==> src/rtl/bmp24pi_pkg.sv <==
// Shared types and constants for the 24-bit BMP palette index decoder.
package bmp24pi_pkg;

  localparam int unsigned ADDR_W   = 20;
  localparam int unsigned COLOR_W  = 24;
  localparam int unsigned INDEX_W  = 4;
  localparam int unsigned HCOUNT_W = 6;

  // Header layout of a BMP file with a BITMAPINFOHEADER.
  localparam logic [HCOUNT_W-1:0] HDR_LAST_POS  = 6'd53;
  localparam logic [HCOUNT_W-1:0] OFFSET_POS_LO = 6'd10;
  localparam logic [HCOUNT_W-1:0] OFFSET_POS_HI = 6'd13;
  localparam logic [HCOUNT_W-1:0] WIDTH_POS_LO  = 6'd18;
  localparam logic [HCOUNT_W-1:0] WIDTH_POS_HI  = 6'd21;
  localparam logic [HCOUNT_W-1:0] HEIGHT_POS_LO = 6'd22;
  localparam logic [HCOUNT_W-1:0] HEIGHT_POS_HI = 6'd25;
  localparam logic [HCOUNT_W-1:0] BPP_POS_LO    = 6'd28;
  localparam logic [HCOUNT_W-1:0] BPP_POS_HI    = 6'd29;

  localparam logic [31:0] PIXEL_OFFSET   = 32'd54;
  localparam logic [15:0] BITS_PER_PIXEL = 16'd24;

  // Request function codes.
  localparam logic FUNC_PALETTE = 1'b0;
  localparam logic FUNC_BYTE    = 1'b1;

  // Result kinds.
  localparam logic KIND_PIXEL = 1'b0;
  localparam logic KIND_ERROR = 1'b1;

  typedef struct packed {
    logic               hit;
    logic [INDEX_W-1:0] index;
  } match_t;

endpackage

==> src/rtl/bmp24_palette_index_decoder.sv <==
// Top level of the 24-bit BMP byte stream to palette index decoder.
//
//   channel | valid / stall          | payload
//   --------+------------------------+--------------------------------------------------
//   in      | in_valid_i / in_stall_o| func_i first_byte_i data_byte_i entry_index_i
//           |                        | entry_color_i
//   out     | out_valid_o/out_stall_i| result_kind_o pixel_address_o color_index_o
//           |                        | no_match_o last_pixel_o
//
// One request is taken per cycle while the result side does not stall. A request
// waits in the input register, and its result, if it has one, is loaded into the
// result register as the request leaves it. The rate is set by the single pass
// through the palette comparators and the parser counters. Reset clears the
// parser and the whole palette at once; there is no clearing pass. A stall on
// the result side holds both registers and pushes back on the request side in
// the same cycle.
module bmp24_palette_index_decoder #(
  parameter int unsigned MAX_WIDTH    = 1024,
  parameter int unsigned MAX_HEIGHT   = 1024,
  parameter int unsigned PALETTE_SIZE = 16
) (
  input  logic                               clk_i,
  input  logic                               rst_ni,

  input  logic                               in_valid_i,
  output logic                               in_stall_o,
  input  logic                               func_i,
  input  logic                               first_byte_i,
  input  logic [7:0]                         data_byte_i,
  input  logic [bmp24pi_pkg::INDEX_W-1:0]    entry_index_i,
  input  logic [bmp24pi_pkg::COLOR_W-1:0]    entry_color_i,

  output logic                               out_valid_o,
  input  logic                               out_stall_i,
  output logic                               result_kind_o,
  output logic [bmp24pi_pkg::ADDR_W-1:0]     pixel_address_o,
  output logic [bmp24pi_pkg::INDEX_W-1:0]    color_index_o,
  output logic                               no_match_o,
  output logic                               last_pixel_o
);

  // Column and row counters hold values up to the largest legal dimension.
  localparam int unsigned CW = $clog2(MAX_WIDTH + 1);
  localparam int unsigned RW = $clog2(MAX_HEIGHT + 1);
  localparam int unsigned PW = RW + CW;
  localparam int unsigned AW = bmp24pi_pkg::ADDR_W;

  // Parser phases.
  localparam logic [1:0] PH_IDLE   = 2'd0;
  localparam logic [1:0] PH_HEADER = 2'd1;
  localparam logic [1:0] PH_PIXELS = 2'd2;
  localparam logic [1:0] PH_DONE   = 2'd3;

  // Input register.
  logic                            s1_valid_q;
  logic                            s1_func_q;
  logic                            s1_first_q;
  logic [7:0]                      s1_data_q;
  logic [bmp24pi_pkg::INDEX_W-1:0] s1_index_q;
  logic [bmp24pi_pkg::COLOR_W-1:0] s1_color_q;

  logic advance;
  logic take_in;

  // Parser state.
  logic [1:0]                       phase_q, phase_d;
  logic [bmp24pi_pkg::HCOUNT_W-1:0] hcount_q, hcount_d;
  logic [31:0]                      offset_q, offset_d;
  logic [31:0]                      width_q, width_d;
  logic [31:0]                      height_q, height_d;
  logic [15:0]                      bpp_q, bpp_d;
  logic [1:0]                       comp_q, comp_d;
  logic [15:0]                      saved_bg_q, saved_bg_d;
  logic [CW-1:0]                    col_q, col_d;
  logic [RW-1:0]                    row_q, row_d;
  logic [1:0]                       pad_q, pad_d;
  logic [AW-1:0]                    row_base_q, row_base_d;

  // Start address of the top-down row that arrives first; tracked every cycle
  // so it is settled long before the last header byte.
  logic [PW-1:0]                    first_base_q;
  logic [PW-1:0]                    first_base_d;

  // Result register.
  logic                             out_valid_q;
  logic                             res_kind_q, res_kind_d;
  logic [AW-1:0]                    res_addr_q, res_addr_d;
  logic [bmp24pi_pkg::INDEX_W-1:0]  res_index_q, res_index_d;
  logic                             res_nomatch_q, res_nomatch_d;
  logic                             res_last_q, res_last_d;
  logic                             res_fire;

  logic                             header_bad;
  logic                             col_end;
  logic                             row_end;
  logic [bmp24pi_pkg::COLOR_W-1:0]  pixel_color;
  bmp24pi_pkg::match_t              match;

  // The pipeline moves whenever the result register can take a new result.
  assign advance    = s1_valid_q && (!out_valid_q || !out_stall_i);
  assign in_stall_o = s1_valid_q && !advance;
  assign take_in    = in_valid_i && !in_stall_o;

  always_ff @(posedge clk_i or negedge rst_ni) begin
    if (!rst_ni) begin
      s1_valid_q <= 1'b0;
    end else if (take_in) begin
      s1_valid_q <= 1'b1;
    end else if (advance) begin
      s1_valid_q <= 1'b0;
    end
  end

  always_ff @(posedge clk_i) begin
    if (take_in) begin
      s1_func_q  <= func_i;
      s1_first_q <= first_byte_i;
      s1_data_q  <= data_byte_i;
      s1_index_q <= entry_index_i;
      s1_color_q <= entry_color_i;
    end
  end

  // Red is the byte in hand, green and blue were saved from the two before.
  assign pixel_color = {saved_bg_q[7:0], saved_bg_q[15:8], s1_data_q};

  bmp24pi_palette #(
    .PALETTE_SIZE (PALETTE_SIZE)
  ) u_palette (
    .clk_i      (clk_i),
    .rst_ni     (rst_ni),
    .wr_en_i    (advance && (s1_func_q == bmp24pi_pkg::FUNC_PALETTE)),
    .wr_index_i (s1_index_q),
    .wr_color_i (s1_color_q),
    .color_i    (pixel_color),
    .match_o    (match)
  );

  // Header checks work on the full signed fields as they arrived.
  assign header_bad = (offset_d != bmp24pi_pkg::PIXEL_OFFSET)
                   || (bpp_d != bmp24pi_pkg::BITS_PER_PIXEL)
                   || height_d[31] || (height_d == 32'd0)
                   || (height_d > 32'(MAX_HEIGHT))
                   || width_d[31] || (width_d == 32'd0)
                   || (width_d > 32'(MAX_WIDTH));

  // Past the header check the dimensions fit the counter widths.
  assign col_end = (CW'({1'b0, col_q} + 1'b1) == width_q[CW-1:0]);
  assign row_end = (RW'({1'b0, row_q} + 1'b1) == height_q[RW-1:0]);

  assign first_base_d = PW'(height_q[RW-1:0] - 1'b1) * PW'(width_q[CW-1:0]);

  always_comb begin
    phase_d       = phase_q;
    hcount_d      = hcount_q;
    offset_d      = offset_q;
    width_d       = width_q;
    height_d      = height_q;
    bpp_d         = bpp_q;
    comp_d        = comp_q;
    saved_bg_d    = saved_bg_q;
    col_d         = col_q;
    row_d         = row_q;
    pad_d         = pad_q;
    row_base_d    = row_base_q;
    res_fire      = 1'b0;
    res_kind_d    = bmp24pi_pkg::KIND_PIXEL;
    res_addr_d    = '0;
    res_index_d   = '0;
    res_nomatch_d = 1'b0;
    res_last_d    = 1'b0;

    if (advance && (s1_func_q == bmp24pi_pkg::FUNC_BYTE)) begin
      // A first byte abandons whatever file was in progress.
      if (s1_first_q) begin
        phase_d    = PH_HEADER;
        hcount_d   = '0;
        offset_d   = '0;
        width_d    = '0;
        height_d   = '0;
        bpp_d      = '0;
        comp_d     = '0;
        saved_bg_d = '0;
        col_d      = '0;
        row_d      = '0;
        pad_d      = '0;
        row_base_d = '0;
      end

      case (phase_d)
        PH_HEADER: begin
          // Little-endian fields fill by shifting each byte in from the top.
          case (hcount_d) inside
            [bmp24pi_pkg::OFFSET_POS_LO:bmp24pi_pkg::OFFSET_POS_HI]:
              offset_d = {s1_data_q, offset_d[31:8]};
            [bmp24pi_pkg::WIDTH_POS_LO:bmp24pi_pkg::WIDTH_POS_HI]:
              width_d = {s1_data_q, width_d[31:8]};
            [bmp24pi_pkg::HEIGHT_POS_LO:bmp24pi_pkg::HEIGHT_POS_HI]:
              height_d = {s1_data_q, height_d[31:8]};
            [bmp24pi_pkg::BPP_POS_LO:bmp24pi_pkg::BPP_POS_HI]:
              bpp_d = {s1_data_q, bpp_d[15:8]};
            default: ;
          endcase

          if (hcount_d == bmp24pi_pkg::HDR_LAST_POS) begin
            if (header_bad) begin
              phase_d    = PH_DONE;
              res_fire   = 1'b1;
              res_kind_d = bmp24pi_pkg::KIND_ERROR;
            end else begin
              phase_d    = PH_PIXELS;
              row_base_d = AW'(first_base_q);
            end
          end
          hcount_d = hcount_d + 1'b1;
        end

        PH_PIXELS: begin
          if (pad_q != 2'd0) begin
            pad_d = pad_q - 1'b1;
          end else begin
            case (comp_q)
              2'd0: begin
                saved_bg_d[7:0] = s1_data_q;
                comp_d          = 2'd1;
              end
              2'd1: begin
                saved_bg_d[15:8] = s1_data_q;
                comp_d           = 2'd2;
              end
              default: begin
                comp_d        = 2'd0;
                res_fire      = 1'b1;
                res_addr_d    = row_base_q + AW'(col_q);
                res_index_d   = match.hit ? match.index : '0;
                res_nomatch_d = !match.hit;
                res_last_d    = row_end && col_end;
                if (row_end && col_end) begin
                  phase_d = PH_DONE;
                end else if (col_end) begin
                  col_d      = '0;
                  row_d      = row_q + 1'b1;
                  row_base_d = row_base_q - AW'(width_q[CW-1:0]);
                  // Rows of 3*width bytes pad up to a multiple of four.
                  pad_d      = width_q[1:0];
                end else begin
                  col_d = col_q + 1'b1;
                end
              end
            endcase
          end
        end

        default: ;
      endcase
    end
  end

  always_ff @(posedge clk_i or negedge rst_ni) begin
    if (!rst_ni) begin
      phase_q      <= PH_IDLE;
      hcount_q     <= '0;
      offset_q     <= '0;
      width_q      <= '0;
      height_q     <= '0;
      bpp_q        <= '0;
      comp_q       <= '0;
      saved_bg_q   <= '0;
      col_q        <= '0;
      row_q        <= '0;
      pad_q        <= '0;
      row_base_q   <= '0;
      first_base_q <= '0;
    end else begin
      phase_q      <= phase_d;
      hcount_q     <= hcount_d;
      offset_q     <= offset_d;
      width_q      <= width_d;
      height_q     <= height_d;
      bpp_q        <= bpp_d;
      comp_q       <= comp_d;
      saved_bg_q   <= saved_bg_d;
      col_q        <= col_d;
      row_q        <= row_d;
      pad_q        <= pad_d;
      row_base_q   <= row_base_d;
      first_base_q <= first_base_d;
    end
  end

  // Result register: loads whenever it is free or being drained.
  always_ff @(posedge clk_i or negedge rst_ni) begin
    if (!rst_ni) begin
      out_valid_q <= 1'b0;
    end else if (!out_valid_q || !out_stall_i) begin
      out_valid_q <= res_fire;
    end
  end

  always_ff @(posedge clk_i) begin
    if (res_fire) begin
      res_kind_q    <= res_kind_d;
      res_addr_q    <= res_addr_d;
      res_index_q   <= res_index_d;
      res_nomatch_q <= res_nomatch_d;
      res_last_q    <= res_last_d;
    end
  end

  assign out_valid_o     = out_valid_q;
  assign result_kind_o   = res_kind_q;
  assign pixel_address_o = res_addr_q;
  assign color_index_o   = res_index_q;
  assign no_match_o      = res_nomatch_q;
  assign last_pixel_o    = res_last_q;

endmodule

==> src/rtl/bmp24pi_palette.sv <==
// Palette storage with a first-match search across all slots.
module bmp24pi_palette #(
  parameter int unsigned PALETTE_SIZE = 16
) (
  input  logic                                 clk_i,
  input  logic                                 rst_ni,
  input  logic                                 wr_en_i,
  input  logic [bmp24pi_pkg::INDEX_W-1:0]      wr_index_i,
  input  logic [bmp24pi_pkg::COLOR_W-1:0]      wr_color_i,
  input  logic [bmp24pi_pkg::COLOR_W-1:0]      color_i,
  output bmp24pi_pkg::match_t                  match_o
);

  localparam int unsigned IW = $clog2(PALETTE_SIZE);

  logic [bmp24pi_pkg::COLOR_W-1:0] entry_q [PALETTE_SIZE];
  logic                            wr_ok;

  assign wr_ok = wr_en_i && ({28'd0, wr_index_i} < 32'(PALETTE_SIZE));

  always_ff @(posedge clk_i or negedge rst_ni) begin
    if (!rst_ni) begin
      for (int i = 0; i < PALETTE_SIZE; i++) begin
        entry_q[i] <= '0;
      end
    end else if (wr_ok) begin
      entry_q[wr_index_i[IW-1:0]] <= wr_color_i;
    end
  end

  // Walk from the top slot down so the lowest matching slot wins.
  always_comb begin
    match_o = '0;
    for (int i = PALETTE_SIZE - 1; i >= 0; i--) begin
      if (entry_q[i] == color_i) begin
        match_o.hit   = 1'b1;
        match_o.index = bmp24pi_pkg::INDEX_W'(i);
      end
    end
  end

endmodule

==> config.mk <==
export PLATFORM = sky130hd
export DESIGN_NAME = bmp24_palette_index_decoder
export DESIGN_NICKNAME = d
export VERILOG_FILES = /design/src/rtl/bmp24pi_pkg.sv /design/src/rtl/bmp24_palette_index_decoder.sv /design/src/rtl/bmp24pi_palette.sv
export SDC_FILE = /design/constraint.sdc
export NUM_CORES = 2
export LEC_CHECK = 0
export BUFFER_PORTS_ARGS = -buffer_cell sky130_fd_sc_hd__buf_2
export CORE_MARGIN = 2
export CORE_UTILIZATION = 25
export CTS_CLUSTER_SIZE = 12
export DETAILED_ROUTE_END_ITERATION = 10
export SYNTH_ARGS = -nofsm -noshare
export SYNTH_HDL_FRONTEND = slang
export SYNTH_SLANG_ARGS = --single-unit
==> constraint.sdc <==
create_clock -name clk_i -period 10.7 [get_ports clk_i]
set_clock_uncertainty 0.2 [all_clocks]
set_input_delay 0.535 -clock clk_i [delete_from_list [all_inputs] [get_ports clk_i]]
set_output_delay 0.535 -clock clk_i [all_outputs]
set_load 0.005 [all_outputs]
# After elaboration in Yosys (flattened, before gate mapping)
# Cells that the tools add are included.
# word_totals
regBits	653
out_inout_bits	29
# op_classes
addsub	9
mul	1
order_cmp	12
eq_ne	24
n_mux	95
bitwise_logic	5
n_reduce_logical	36
# ops
op	n
2-to-1 mux 32 bit	15
bitwise mux 384 bit	1
equality test 24 bit	16
2-to-1 mux 16 bit	10
2-to-1 mux 20 bit	7
2-to-1 mux 11 bit	12
demux 24 bit (select 4 bit)	1
2-to-1 mux 5 bit	16
greater-than comparator 32 x 11 -> 1 bit, second input constant	2
logical NOT 32 bit	2
adder 11 x 1 -> 11 bit, second input constant	4
case mux 20 bit (2 select lines)	1
inequality test 32 x 6 -> 1 bit, second input constant	1
2-to-1 mux 2 bit	15
2-to-1 mux 24 bit	1
equality test 11 bit	2
adder 20 x 11 -> 20 bit	1
multiplier 12 x 12 -> 20 bit	1
subtractor 20 x 11 -> 20 bit	1
>= comparator 6 x 5 -> 1 bit, second input constant	3
less-or-equal comparator 6 x 5 -> 1 bit, second input constant	3
2-to-1 mux 6 bit	3
2-to-1 mux 8 bit	2
inequality test 16 x 5 -> 1 bit, second input constant	1
other kinds (27)	61

# Depth between registers and ports, before layout
# logic_depth
ltp_word	25
depth_mapped	26
mapped_depth_nobuf	25

# Hierarchy
# From an unflattened synthesis, not the netlist that was laid out.
# unflattened
cells_unflattened	3344
hier_area_um2	37244.5
# by_module_without_submodules
module	instances	cells_each	area_each_um2	seq_area_each_um2
bmp24pi_palette	1	1448	19102.1	9609.2
bmp24_palette_index_decoder	1	1896	18142.4	7056.8

# Worst setup path after synthesis
# Ideal clock, no wire load.
# synth_path
kind	flip-flop to flip-flop
start	register height_q[2]
end	register first_base_q[19]
setup_ns	0.077
arrival_time_ns	6.235
required_time_ns	10.423
setup_slack_ns	4.188
stages_incl_launch_ff	26
path_buffers	3
path_cell_list	dfrtp_1 -> clkbuf_1 -> nor2_1 -> nand3_1 -> or4_1 -> clkbuf_1 -> nor3_1 -> xor2_1 -> clkbuf_1 -> nand2_1 -> fa_1 -> inv_1 -> fa_1 -> fa_1 -> fa_1 -> inv_1 -> fa_1 -> inv_1 -> ha_1 -> and3_1 -> a21oi_1 -> o21ai_0 -> o21ai_0 -> nor2_1 -> or3_1 -> a21oi_1
# synth_between
elab_chain_len	2
# synth_rtl
element	line_no	text
start, declared	bmp24_palette_index_decoder.sv:70	logic [31:0] height_q, height_d;
start signal, assigned	bmp24_palette_index_decoder.sv:279	height_q <= height_d;
subtractor 11 x 1 -> 12 bit	bmp24_palette_index_decoder.sv:151	assign first_base_d = PW'(height_q[RW-1:0] - 1'b1) * PW'(width_q[CW-1:0]);
multiplier 12 x 12 -> 20 bit	bmp24_palette_index_decoder.sv:151	
named net first_base_d[19]	bmp24_palette_index_decoder.sv:82	logic [PW-1:0] first_base_d;
end signal, assigned	bmp24_palette_index_decoder.sv:287	first_base_q <= first_base_d;
end, declared	bmp24_palette_index_decoder.sv:81	logic [PW-1:0] first_base_q;
# The timed path passes the listed nets, and every way through them passes these cells.
# A chain may end at the register's enable or synchronous reset.

# Final worst setup path
# layout_path
start	register height_q[0]
end	register first_base_q[19]
# The elaborated chain is that of the path after synthesis.

==> metrics.md <==
| Metric | Value |
|---|---|
| Chip height | `394 um` |
| Unrepaired setup endpoints after global routing | `false` |
| Die ar. | `between 0.15 and 0.2 mm2` |
| Ys flop type | `dfrtp_1` |
| Area contributors post-synth | `dfrtp_1 (39%), mux2_2 (11%), xnor2_1 (5.7%), fa_1 (5.6%), edfxtp_1 (5.1%)` |
| Tightest Hold Check Type | `reg2reg` |
| Clk buf depth | `3` |
| CTS root buf | `clkbuf_16` |
| Worst path arrival time | `between 7000 and 8000 ps` |
| CP delay by family, top | `adder cells` |
| CP max FO | `13` |
| R2R Path Start | `height_q[0]` |
| Final TNS setup | `0 ps` |
| Synthesized instance count | `3,548` |
| Reg2reg setup slack | `between 3000 and 4000 ps` |
| HPWL Detailed | `70,700 um` |
| Site Rows | `between 100 and 150` |
| Tcrit/Tclk final | `approximately two thirds` |
| DRT iter0 DRCs | `between 2,000 and 2,500` |
| Sequential-to-total area share from yosys stat | `a little over two fifths` |
| H-tree levels | `3` |
| Num CTS Buffers | `75` |
| Max Clk Rate | `137 MHz` |
| Hold EP | `row_base_q[12]` |
| Syn Area/Cell | `10.7 um2` |
| Synth area leader | `dfrtp_1` |
| Grt ovf | `0` |
| Cells along the critical path | `inv_1 > nand3_1 > or4_1 > xnor2_1 > nand2_1 > fa_1 > fa_1 > fa_1 > inv_1 > fa_1 > inv_1 > fa_1 > inv_1 > ha_1 > a21oi_1 > o21ai_0 > o21ai_0 > nor2_1 > or3_1 > a21oi_1` |
| Vias in the first global route | `27,700` |
| Routability congestion estimate | `0.869` |
| Core box area | `roughly 0.15 mm2` |
| Min-Delay Path Depth | `1` |
| Port Buffer Count | `70` |
| Initial core utilization | `25.1%` |
| Routed wire length | `113,000 um` |
| Final setup fails | `0` |
| Worst slew pin tran | `1260 ps` |
| Layout cells sized above 1 | `19.1%` |
| Number of synthesized flops with an enable pin | `65` |
| Commonest non-fill, non-tap cell in the layout | `dfrtp_1` |
| Post-Syn Area | `around 0.038 mm2` |
| Worst setup startpoint | `height_q[0]` |
| Final Max Slew Viols | `0` |
| Die X-Extent | `roughly 390 um` |
| Status | `finished clean` |
| Startpoint class of the critical path | `flip-flop` |
| Cell area after layout | `between 0.04 and 0.05 mm2` |
| # clock sinks | `between 600 and 700` |
| Core Util, Final | `approximately 29%` |
| Total GRT Usage | `between 10 and 15%` |
| R2R cell count | `20` |
| Max Cap Viol | `0` |
| Hold Vio Cnt, Final | `0` |
| Nets | `3,777` |
| Inst Count DP | `5,470` |
| Via/cell ratio | `4.88` |
| Fin crit period | `7290 ps` |
| Final ANT Viol Nets | `0` |
| Synth-to-Final Area Change | `14.4%` |
| First-pass GRT wire length | `174,000 um` |
| # DRC | `0` |
| CP max stage delay | `800 ps` |
| CP required | `11,030 ps` |
| Initial antenna violation count | `4` |
| DRT Pass-1 Iters | `5` |
| Synth Net Count | `3,768` |
| Non-filler cells, final | `5,649` |
| WL/cell | `20.0 um` |
| Postcts setup bufs | `0` |
| Register bit total from synthesis | `about 650` |
| Worst r2r dst | `first_base_q[19]` |
| Pin count of the biggest net entering global routing | `177` |
| Async SR Flop Fraction | `between 90% and 100%` |
| Vias | `about 28,000` |
| Placed instance area | `0.0406 mm2` |
| Clock latency on the worst-skew pair | `roughly 670 ps` |
| WP buf/inv | `4` |
| Critical path's slowest cell | `xnor2_1` |
| Hold_sp | `first_base_q[12]` |
| Syn. warnings | `0` |
| Critical path capture point type | `flip-flop` |
| Reg clk slew, reported paths | `60 ps` |
| CTS tree | `yes` |
| Setup CP Type | `reg2reg` |
| CP most frequent cell | `fa_1` |
| Yosys top cell area share | `38.6%` |
| Distinct cell type count after synthesis | `91` |
| Highest-count cells in the layout ignoring fill and taps | `dfrtp_1 (587), mux2_2 (385), nand2_1 (262)` |
| Slew Limit Headroom | `16.1%` |
| IO Count | `71` |
[what timing repair did]
action / in CTS / in global routing
gates resized for setup: 0 / 0
hold buffers: 40 / 0
hold endpoints to repair: 156 / 0
[stage by stage]
| stage | hold WS (ps) | setup WS, ps |
|---|---|---|
| 2_1_floorplan | 39.4 | 4190 |
| 3_3_place_gp | 247 | 3680 |
| 3_5_place_dp | 252 | 3510 |
| 4_1_cts | 206 | 3430 |
| 5_1_grt | 236 | 2850 |
| 6_report | 224 | 3410 |
[per-layer routing]
layer	routed length [um]	global-route usage [%]	up-vias
met4	2200	3.39	0
met5	0	0	-
met3	7000	2.29	155
met2	52600	23.2	874
met1	51300	20.0	14200
li1	-	-	12400
[worst max-delay path by stage]
stage	cells past startpoint	to	slack, ps
4_1_cts	20	first_base_q[19]	3430
3_3_place_gp	20	first_base_q[19]	3680
2_1_floorplan	25	first_base_q[19]	4190
3_5_place_dp	20	first_base_q[19]	3510
5_1_grt	20	first_base_q[19]	2850
6_report	20	first_base_q[19]	3410
[synth_stat cells (11+ instances only)]
cell	instances
a22oi_1	30
a211oi_1	14
buf_2	23
a21oi_1	68
clkbuf_1	193
a221o_1	16
nor2_1	129
nand2_1	263
and4_1	11
ha_1	72
fa_1	106
nand3_1	66
nand4_1	74
xnor2_1	248
o31ai_1	21
nor4_1	85
a31oi_1	16
and2_1	35
and3_1	19
nor3_1	57
mux2i_1	12
a22o_1	19
edfxtp_1	65
mux2_2	385
dfrtp_1	588
buf_1	20
o21ai_0	149
o211ai_1	55
xor2_1	222
or3_1	14
nor2b_1	22
nand2b_1	27
a21o_1	15
or4_1	15
inv_1	214
[flip-flops by register name, summed over array words and instances, names as in the netlist, 2 cells and up]
signal and cells:
s1_data_q 8, saved_bg_q 16, pixel_address_o 20, color_index_o 4
u_palette.entry_q 384, col_q 11, row_base_q 20, height_q 32
row_q 11, width_q 32, hcount_q 6, comp_q 2
bpp_q 16, first_base_q 20, s1_color_q 24, phase_q 2
pad_q 2, offset_q 32, s1_index_q 4
[cell families after synthesis]
family,Yosys count,share of synthesized area (%)
AO/OA/AOI/OAI,517,9.19
XOR/XNOR,472,10.9
adder cells (fa/ha/maj),178,7.93
buffers and inverters,459,4.71
flip-flops,653,43.7
multiplexers,399,11.8
AND/OR/NAND/NOR,870,11.8
[cell type report]
class / count / area (um2)
sequential: 653 / 16700
tap: 2030 / 2540
clock inverter: 22 / 298
timing repair buffer: 175 / 1290
inverter: 216 / 811
fill: 15900 / 108000
multi-input combinational: 2436 / 19700
clock buffer: 115 / 2260
antenna: 2 / 5.00
Power is not shown: default switching activity piles up to over one toggle a cycle in this logic, so the estimate is an artifact.
